## src/hdl/cls_pkg.sv

```systemverilog
`timescale 1ns / 1ps
// ----------------------------------------------------------------------------
// cls_pkg: shared types and constants of the combined LCG shuffle generator
// Generator constants, reciprocals for the constant divisions, unit command
// and response structs.
// ----------------------------------------------------------------------------
package cls_pkg;

  localparam int TABLE_DEPTH = 32;
  localparam int SLOT_W      = $clog2(TABLE_DEPTH);
  localparam int WARM_W      = $clog2(TABLE_DEPTH + 8);
  localparam int WARM_STEPS  = TABLE_DEPTH + 8;
  localparam logic [WARM_W-1:0] WARM_LAST  = WARM_W'(WARM_STEPS - 1);
  localparam logic [SLOT_W-1:0] SLOT_LAST  = SLOT_W'(TABLE_DEPTH - 1);
  localparam logic [30:0]       SLOT_LIMIT = 31'(TABLE_DEPTH);

  localparam logic [30:0] MOD1       = 31'd2147483563;
  localparam logic [30:0] MOD2       = 31'd2147483399;
  localparam logic [30:0] MOD1_LESS1 = 31'd2147483562;
  localparam logic [30:0] CLAMP_FROM = 31'd2147483306;

  localparam logic [15:0] MUL1 = 16'd40014;
  localparam logic [15:0] MUL2 = 16'd40692;
  localparam logic [15:0] QUO1 = 16'd53668;
  localparam logic [15:0] QUO2 = 16'd52774;
  localparam logic [13:0] REM1 = 14'd12211;
  localparam logic [13:0] REM2 = 14'd3791;

  localparam longint unsigned TWO32      = 64'd4294967296;
  localparam longint unsigned SLOT_DIV_L = 64'd1 + (64'd2147483562 / TABLE_DEPTH);
  localparam logic [30:0]     SLOT_DIV   = 31'(SLOT_DIV_L);

  // floor(2^32 / divisor): quotient estimate is low by at most one
  localparam logic [16:0] RECIP1     = 17'(TWO32 / 64'd53668);
  localparam logic [16:0] RECIP2     = 17'(TWO32 / 64'd52774);
  localparam logic [16:0] RECIP_SLOT = 17'(TWO32 / SLOT_DIV_L);

  typedef enum logic [1:0] {
    MODE_GEN1 = 2'd0,
    MODE_GEN2 = 2'd1,
    MODE_SLOT = 2'd2
  } cls_mode_t;

  typedef struct packed {
    logic [16:0] recip;
    logic [30:0] divisor;
    logic [15:0] mul;
    logic [13:0] remc;
    logic [30:0] modulus;
  } cls_consts_t;

  typedef struct packed {
    logic        start;
    cls_mode_t   mode;
    logic [30:0] operand;
  } cls_cmd_t;

  typedef struct packed {
    logic        done;
    logic [30:0] value;
  } cls_rsp_t;

  function automatic cls_consts_t mode_consts(input cls_mode_t m);
    cls_consts_t c;
    unique case (m)
      MODE_GEN1: c = '{recip: RECIP1, divisor: 31'(QUO1), mul: MUL1, remc: REM1,
                       modulus: MOD1};
      MODE_GEN2: c = '{recip: RECIP2, divisor: 31'(QUO2), mul: MUL2, remc: REM2,
                       modulus: MOD2};
      default:   c = '{recip: RECIP_SLOT, divisor: SLOT_DIV, mul: 16'd0, remc: 14'd0,
                       modulus: 31'd0};
    endcase
    return c;
  endfunction

endpackage

```

## src/hdl/cls_schrage.sv

```systemverilog
`timescale 1ns / 1ps
// ----------------------------------------------------------------------------
// cls_schrage: shared multi-cycle congruential step and constant divider
// One multiplier, reused across the multiply phases. Generator modes return
// a*(s mod q) - (s div q)*r, wrapped into range; slot mode returns s div D.
// ----------------------------------------------------------------------------
module cls_schrage import cls_pkg::*; (
  input  logic     clk,
  input  logic     rst,
  input  cls_cmd_t cmd,
  output cls_rsp_t rsp
);

  typedef enum logic [6:0] {
    PH_IDLE  = 7'b0000001,
    PH_RECIP = 7'b0000010,
    PH_BACK  = 7'b0000100,
    PH_FIX   = 7'b0001000,
    PH_AREM  = 7'b0010000,
    PH_KR    = 7'b0100000,
    PH_SUB   = 7'b1000000
  } phase_t;

  phase_t      phase;
  cls_mode_t   mode;
  cls_consts_t cst;
  logic [30:0] s_reg;
  logic [61:0] prod;
  logic [15:0] k;
  logic [30:0] rem;
  logic [31:0] acc;
  logic        done;
  logic [30:0] value;

  logic [30:0] mul_a;
  logic [30:0] mul_b;
  logic [15:0] k0;
  logic [30:0] rem_raw;
  logic [31:0] rem_less;
  logic        fix_up;
  logic [15:0] k_fixed;
  logic [32:0] diff;
  logic [32:0] wrapped;

  assign cst = mode_consts(mode);
  assign k0  = prod[47:32];

  always_comb begin
    mul_a = '0;
    mul_b = '0;
    unique case (phase)
      PH_RECIP: begin
        mul_a = s_reg;
        mul_b = 31'(cst.recip);
      end
      PH_BACK: begin
        mul_a = 31'(k0);
        mul_b = cst.divisor;
      end
      PH_AREM: begin
        mul_a = rem;
        mul_b = 31'(cst.mul);
      end
      PH_KR: begin
        mul_a = 31'(k);
        mul_b = 31'(cst.remc);
      end
      default: ;
    endcase
  end

  // estimate is never high, so one correction step is enough
  assign rem_raw  = s_reg - prod[30:0];
  assign rem_less = {1'b0, rem_raw} - {1'b0, cst.divisor};
  assign fix_up   = !rem_less[31];
  assign k_fixed  = fix_up ? k + 16'd1 : k;

  assign diff    = {1'b0, acc} - {1'b0, prod[31:0]};
  assign wrapped = diff + {2'b0, cst.modulus};

  always_ff @(posedge clk) begin
    prod <= {31'b0, mul_a} * {31'b0, mul_b};
    unique case (phase)
      PH_IDLE:  begin
        s_reg <= cmd.operand;
        mode  <= cmd.mode;
      end
      PH_BACK:  k <= k0;
      PH_FIX:   begin
        k     <= k_fixed;
        rem   <= fix_up ? rem_less[30:0] : rem_raw;
        value <= {15'b0, k_fixed};
      end
      PH_KR:    acc <= prod[31:0];
      PH_SUB:   value <= diff[32] ? wrapped[30:0] : diff[30:0];
      default: ;
    endcase
  end

  always_ff @(posedge clk) begin
    if (rst) begin
      phase <= PH_IDLE;
      done  <= 1'b0;
    end else begin
      // pulse done as the last phase of the mode finishes
      done <= (phase == PH_SUB) || (phase == PH_FIX && mode == MODE_SLOT);
      unique case (phase)
        PH_IDLE:  if (cmd.start) phase <= PH_RECIP;
        PH_RECIP: phase <= PH_BACK;
        PH_BACK:  phase <= PH_FIX;
        PH_FIX:   phase <= (mode == MODE_SLOT) ? PH_IDLE : PH_AREM;
        PH_AREM:  phase <= PH_KR;
        PH_KR:    phase <= PH_SUB;
        PH_SUB:   phase <= PH_IDLE;
        default:  phase <= PH_IDLE;
      endcase
    end
  end

  assign rsp = '{done: done, value: value};

endmodule

```

## src/hdl/combined_lcg_shuffle_rng.sv

```systemverilog
`timescale 1ns / 1ps
// ----------------------------------------------------------------------------
// combined_lcg_shuffle_rng: combined two-LCG uniform generator with shuffle
// Each draw steps both generators, picks a table slot from the last output
// and mixes. Seeding runs the warm-up steps and fills the table first.
// ----------------------------------------------------------------------------
// Draws: one at a time, draw_stall stays high until the result is sent;
//   a draw that seeds adds 40 generator steps of warm-up.
// All generator steps and the slot division run in the shared step unit.
// Reset: state clears, the next draw seeds from seed_magnitude (reset 1);
//   the shuffle table has no reset and is filled by seeding.
module combined_lcg_shuffle_rng import cls_pkg::*; (
  input  logic        clk,
  input  logic        rst,
  input  logic        cfg_write_en,
  input  logic [30:0] cfg_write_data,
  input  logic        draw_valid,
  output logic        draw_stall,
  input  logic        restart,
  output logic        result_valid,
  input  logic        result_stall,
  output logic [30:0] deviate_numerator,
  output logic        clamped_high
);

  typedef enum logic [11:0] {
    ST_IDLE      = 12'b000000000001,
    ST_WARM_GO   = 12'b000000000010,
    ST_WARM_WAIT = 12'b000000000100,
    ST_G1_GO     = 12'b000000001000,
    ST_G1_WAIT   = 12'b000000010000,
    ST_G2_GO     = 12'b000000100000,
    ST_G2_WAIT   = 12'b000001000000,
    ST_SLOT_GO   = 12'b000010000000,
    ST_SLOT_WAIT = 12'b000100000000,
    ST_READ      = 12'b001000000000,
    ST_MIX       = 12'b010000000000,
    ST_SEND      = 12'b100000000000
  } state_t;

  state_t      state;
  state_t      state_next;
  logic [30:0] seed_magnitude;
  logic        needs_seeding;
  logic [30:0] first_lcg;
  logic [30:0] second_lcg;
  logic [30:0] last_shuffled;
  logic [WARM_W-1:0] warm_i;
  logic [SLOT_W-1:0] slot;
  logic [30:0] table_rd;
  logic [30:0] shuffle_table [TABLE_DEPTH];

  cls_cmd_t    cmd;
  cls_rsp_t    rsp;
  logic        accept;
  logic        seed_now;
  logic [30:0] seed_value;
  logic        out_free;
  logic        tbl_we;
  logic [SLOT_W-1:0] tbl_waddr;
  logic [30:0] tbl_wdata;
  logic [31:0] diff;
  logic [30:0] mixed;

  cls_schrage u_cls_schrage (
    .clk (clk),
    .rst (rst),
    .cmd (cmd),
    .rsp (rsp)
  );

  assign draw_stall = (state != ST_IDLE);
  assign accept     = draw_valid && !draw_stall;
  assign seed_now   = restart || needs_seeding || (first_lcg == 31'd0);
  // a stuck-at-zero first generator reseeds from one
  assign seed_value = (restart || needs_seeding) && (seed_magnitude != 31'd0)
                      ? seed_magnitude : 31'd1;
  assign out_free   = !result_valid || !result_stall;

  always_comb begin
    cmd.start   = 1'b0;
    cmd.mode    = MODE_GEN1;
    cmd.operand = first_lcg;
    unique case (state) inside
      ST_WARM_GO, ST_G1_GO: cmd.start = 1'b1;
      ST_G2_GO: begin
        cmd.start   = 1'b1;
        cmd.mode    = MODE_GEN2;
        cmd.operand = second_lcg;
      end
      ST_SLOT_GO: begin
        cmd.start   = 1'b1;
        cmd.mode    = MODE_SLOT;
        cmd.operand = last_shuffled;
      end
      default: ;
    endcase
  end

  always_comb begin
    state_next = state;
    unique case (state)
      ST_IDLE:      if (accept) state_next = seed_now ? ST_WARM_GO : ST_G1_GO;
      ST_WARM_GO:   state_next = ST_WARM_WAIT;
      ST_WARM_WAIT: if (rsp.done) state_next = (warm_i == '0) ? ST_G1_GO : ST_WARM_GO;
      ST_G1_GO:     state_next = ST_G1_WAIT;
      ST_G1_WAIT:   if (rsp.done) state_next = ST_G2_GO;
      ST_G2_GO:     state_next = ST_G2_WAIT;
      ST_G2_WAIT:   if (rsp.done) state_next = ST_SLOT_GO;
      ST_SLOT_GO:   state_next = ST_SLOT_WAIT;
      ST_SLOT_WAIT: if (rsp.done) state_next = ST_READ;
      ST_READ:      state_next = ST_MIX;
      ST_MIX:       state_next = ST_SEND;
      ST_SEND:      if (out_free) state_next = ST_IDLE;
      default:      state_next = ST_IDLE;
    endcase
  end

  // table write: fill during warm-up, refill the used slot on each draw
  always_comb begin
    tbl_we    = 1'b0;
    tbl_waddr = slot;
    tbl_wdata = first_lcg;
    if (state == ST_WARM_WAIT && rsp.done && warm_i < WARM_W'(TABLE_DEPTH)) begin
      tbl_we    = 1'b1;
      tbl_waddr = warm_i[SLOT_W-1:0];
      tbl_wdata = rsp.value;
    end else if (state == ST_MIX) begin
      tbl_we = 1'b1;
    end
  end

  always_ff @(posedge clk) begin
    if (tbl_we) shuffle_table[tbl_waddr] <= tbl_wdata;
    if (state == ST_READ) table_rd <= shuffle_table[slot];
  end

  assign diff  = {1'b0, table_rd} - {1'b0, second_lcg};
  assign mixed = (diff[31] || diff == 32'd0) ? diff[30:0] + MOD1_LESS1 : diff[30:0];

  always_ff @(posedge clk) begin
    if (rst) begin
      state          <= ST_IDLE;
      seed_magnitude <= 31'd1;
      needs_seeding  <= 1'b1;
      first_lcg      <= '0;
      second_lcg     <= '0;
      last_shuffled  <= '0;
      result_valid   <= 1'b0;
    end else begin
      state <= state_next;
      if (cfg_write_en) seed_magnitude <= cfg_write_data;
      if (result_valid && !result_stall && state != ST_SEND) result_valid <= 1'b0;
      unique case (state)
        ST_IDLE: begin
          if (accept && seed_now) begin
            first_lcg  <= seed_value;
            second_lcg <= seed_value;
            warm_i     <= WARM_LAST;
          end
        end
        ST_WARM_WAIT: begin
          if (rsp.done) begin
            first_lcg <= rsp.value;
            if (warm_i == '0) begin
              last_shuffled <= rsp.value;
              needs_seeding <= 1'b0;
            end else begin
              warm_i <= warm_i - WARM_W'(1);
            end
          end
        end
        ST_G1_WAIT: if (rsp.done) first_lcg <= rsp.value;
        ST_G2_WAIT: if (rsp.done) second_lcg <= rsp.value;
        ST_SLOT_WAIT: begin
          if (rsp.done) begin
            slot <= (rsp.value >= SLOT_LIMIT) ? SLOT_LAST : rsp.value[SLOT_W-1:0];
          end
        end
        ST_MIX: last_shuffled <= mixed;
        ST_SEND: begin
          if (out_free) begin
            result_valid      <= 1'b1;
            deviate_numerator <= last_shuffled;
            clamped_high      <= (last_shuffled >= CLAMP_FROM);
          end
        end
        default: ;
      endcase
    end
  end

endmodule

```

## config.mk

```make
export PLATFORM = sky130hd
export DESIGN_NAME = combined_lcg_shuffle_rng
export DESIGN_NICKNAME = d
export VERILOG_FILES = /design/src/hdl/cls_pkg.sv /design/src/hdl/cls_schrage.sv /design/src/hdl/combined_lcg_shuffle_rng.sv
export SDC_FILE = /design/constraint.sdc
export NUM_CORES = 2
export LEC_CHECK = 0
export ABC_CLOCK_PERIOD_IN_PS = 9600
export BUFFER_PORTS_ARGS = -buffer_cell sky130_fd_sc_hd__buf_2
export CAP_MARGIN = 15
export CORE_MARGIN = 2
export CORE_UTILIZATION = 50
export CTS_CLUSTER_DIAMETER = 50
export DETAILED_ROUTE_END_ITERATION = 7
export GPL_TIMING_DRIVEN = 1
export PLACE_DENSITY = 0.73
export SLEW_MARGIN = 20
export SYNTH_ARGS = -nofsm -noshare
export SYNTH_HDL_FRONTEND = slang
export SYNTH_HIERARCHICAL = 1
export SYNTH_SLANG_ARGS = --single-unit
export TNS_END_PERCENT = 50
```

## constraint.sdc

```tcl
create_clock -name clk -period 9.6 [get_ports clk]
set_input_delay 1.92 -clock clk [delete_from_list [all_inputs] [get_ports clk]]
set_output_delay 1.92 -clock clk [all_outputs]
set_load 0.02 [all_outputs]
```

==> key figures <==
Clock network
  • Total CTS buffers: 144
  • CTS tree: done
  • Clk sinks: 1403
  • CTS root buf: clkbuf_16
  • Reg clk slew, reported paths: 60 ps
  • Max clock buf depth: 3
  • Worst-skew pair later-pin latency: 790 ps
  • Htree depth: 4
  • Post-CTS Hold Buffers: 0

Place
  • GPL Wtd Cong: 1.01
  • Detailed Place HPWL: 174 mm
  • Pre-CTS WS: 20.6 ps
  • PortBufs: 70

Route
  • Routed len/inst: 26.7 um
  • Pre-antenna DRT Iters: 7
  • # DRC: 0
  • Detailed Route Iter0 Violations: 5949
  • WL final: 249 mm
  • DR vias/cell: 6.06
  • Via count: 56500
  • Post-DRT Antenna Nets: 0

Power and ir drop
  • Worst IR drop on VDD: 0.000240 V
  • Power Density: 228 mW/mm^2
  • LEAKAGE: 36.8 nW

Finish
  • Final core occ: 0.559
  • Max FFs per register: 992
  • Final net count: 8023
  • Register bank with the most flops: shuffle_table
  • Fraction of layout cells with a size suffix above 1: 0.139
  • Top Registers: shuffle_table: 992 flops, u_cls_schrage/prod: 48 flops, u_cls_schrage/acc: 32 flops
  • Fillers: 13400
  • Area growth syn-to-layout: 10.8%

GRT
  • First-pass GRT wire length: 372 mm
  • Vias in the first global route: 57700
  • Initial antenna violation count: 4
  • GRT overflow: 0
  • Largest net degree at the start of global routing: 108
  • Overall routing resource usage: 0.289

Critical path
  • Slack of the worst reg-to-reg path: 330 ps
  • Crit-path most repeated cell: fa_1
  • Reg2Reg Capture Point: u_cls_schrage/prod[46]
  • Reg-to-Reg Start: u_cls_schrage/phase[2]
  • Crit path kind: flip-flop to flip-flop
  • CP Capture Type: flip-flop
  • CP Max Fanout: 29
  • Critical path data arrival time: 9930 ps
  • Crit-path max cell delay: 570 ps
  • R2r worst-path depth: 38
  • Required @ worst endpoint: 10260 ps
  • CP max-delay cell: fa_1
  • Crit path launch: u_cls_schrage/phase[2]
  • CP Launch Type: flip-flop

STA
  • Min Tclk post-route: 9270 ps
  • Final setup margin: 335 ps
  • Unrepaired setup endpoints after global routing: yes
  • Worst slew margin: 0.204
  • Worst Tran Pin Value: 1180 ps
  • Setup TNS: 0 ps
  • Fin crit share: 0.965
  • Fmax: 108 MHz
  • Final setup fails: 0
  • Skew final: 39.8 ps
  • Slew Viols, Final: 0
  • Final Hold Vio Count: 0

Die
  • Initial Util: 0.504
  • Rows: 151
  • Die height: 417 um
  • Ports: 71
  • Die area: 0.174 mm^2
  • Core Area: 0.169 mm^2
  • Die width: 417 um

Synth
  • Register area share after synthesis: 0.470
  • FF+latch count, synth: 1403
  • Number of flops mapped to enable cells by yosys: 1209
  • Synth Flop Type: edfxtp_1
  • Synth async-reset ratio: 0
  • Syn Std Cell Area: 0.0854 mm^2
  • Number of warnings issued by yosys: 6
  • Syn Area/Cell: 12.6 um^2
  • Mapped Cells: 6764
  • Synth cell types: 100

Outcome
  • Status: finished clean

Job
  • Max Cap Viol: 0

Worst hold path
  • Hold WC Path Type: flip-flop to flip-flop
  • HP Start: u_cls_schrage/prod[5]
  • Hold endpoint: u_cls_schrage/acc[5]
  • Hold Path Depth: 0
cell families after synthesis:
family	Yosys count	share of synthesized area
and+or+nand+nor	1634	0.0845
DFF	1403	0.470
buffers and inverters	1124	0.0497
adders and majority gates	992	0.201
AOI/OAI and AO/OA	972	0.0763
muxes	429	0.0967
xor gates and xnor gates	208	0.0215
other	2	0.0000879
repair_timing:
action,4_1_cts,5_1_grt
setup buffers,0,2
resized for setup,1,26
pin swaps,0,4
hold endpoints to repair,0,0
endpoints found under the setup margin,1,9
final cells by class:
type	count	area (um^2)	area share
Antenna cell	6	15.0	0.000159
Clock buffer	180	3880	0.0410
Clock inverter	82	830	0.00876
Inverter	856	3210	0.0339
Multi-Input combinational cell	4333	41900	0.442
Sequential cell	1403	40200	0.425
Tap cell	2218	2780	0.0293
Timing Repair Buffer	256	1890	0.0199
worst max-delay path, delay by kind of cell, from the launching register on:
family	cells	cell delay, ps
fa+ha+maj	9	4420
simple gates	10	1610
compound gates	7	1230
buf+inv	10	1060
flops	1	360
mux	1	290
xor+xnor	1	140
where the power goes:
part | switching (mW) | internal (mW) | leakage (nW)
Sequential | 0.424 | 7.68 | 12.7
Combinational | 4.97 | 2.85 | 21.8
Clock | 2.42 | 3.20 | 2.29
stage by stage:
stage	std cells	cell area, um^2	hold WS (ps)	power (mW)
finish	9334	94700	435	21.5
floorplan	6860	85800	408	13.6
global placement	9063	89800	416	15.7
detailed placement	9063	89800	420	15.8
global route	9334	94700	448	22.6
CTS	9325	94500	436	21.4
how the worst max path moves through the flow:
stage	to	slack (ps)	cells past startpoint
final	u_cls_schrage/prod[46]	330	38
after global routing	u_cls_schrage/prod[46]	-30	36
after CTS	u_cls_schrage/prod[46]	20	38
after detailed placement	u_cls_schrage/prod[46]	20	33
after global placement	u_cls_schrage/prod[46]	90	33
after floorplan	u_cls_schrage/prod[46]	170	32
cells in the final DEF (no fill, tap or decap), drive strengths merged, types with 82 or more instances in the layout:
master,netlist,layout
edfxtp,1209,1209
inv,852,868
nor2,658,658
fa,632,632
nand2,554,554
ha,360,360
mux4,310,310
a21oi,286,286
buf,47,256
dfxtp,194,194
clkbuf,221,180
o21ai,150,150
xnor2,145,145
a211oi,108,108
conb,2,98
a21o,82,82
synthesized netlist by cell type (12+ instances only):
cell,count,area (um^2)
o22ai_1,13,81.3
a21o_1,82,616
and2_1,29,181
nand3_1,67,335
fa_1,632,12700
a221oi_1,20,175
mux2_2,67,754
a22o_1,16,140
a21oi_1,284,1420
nor4_1,31,194
o21bai_1,37,278
or3_1,24,150
a31oi_1,24,150
mux4_2,310,6980
o31ai_1,13,97.6
nor3b_1,14,105
o21a_1,38,285
a2111oi_0,12,105
nor3_1,51,255
or4_1,12,90.1
mux2i_1,49,490
nor2_1,658,2470
o211ai_1,12,90.1
a22oi_1,55,413
nor2b_1,26,163
nand2_1,553,2080
ha_1,360,4500
a221o_1,17,170
dfxtp_1,194,3880
nand4_1,35,219
xor2_1,63,552
or2_2,23,144
nand2b_1,39,244
inv_1,852,3200
and3_1,30,188
o21ai_0,141,706
clkbuf_1,220,826
xnor2_1,143,1250
buf_1,37,139
a211oi_1,104,781
edfxtp_1,1209,36300
routing by layer:
metal,wire (um),GRT usage,vias to the layer above
met3,20300,0.0454,645
met4,13800,0.138,2
met1,92700,0.367,28600
li1,-,-,24300
met5,16,0,-
met2,122000,0.486,2949
No activity file was read; power rests on OpenSTA's default activity.
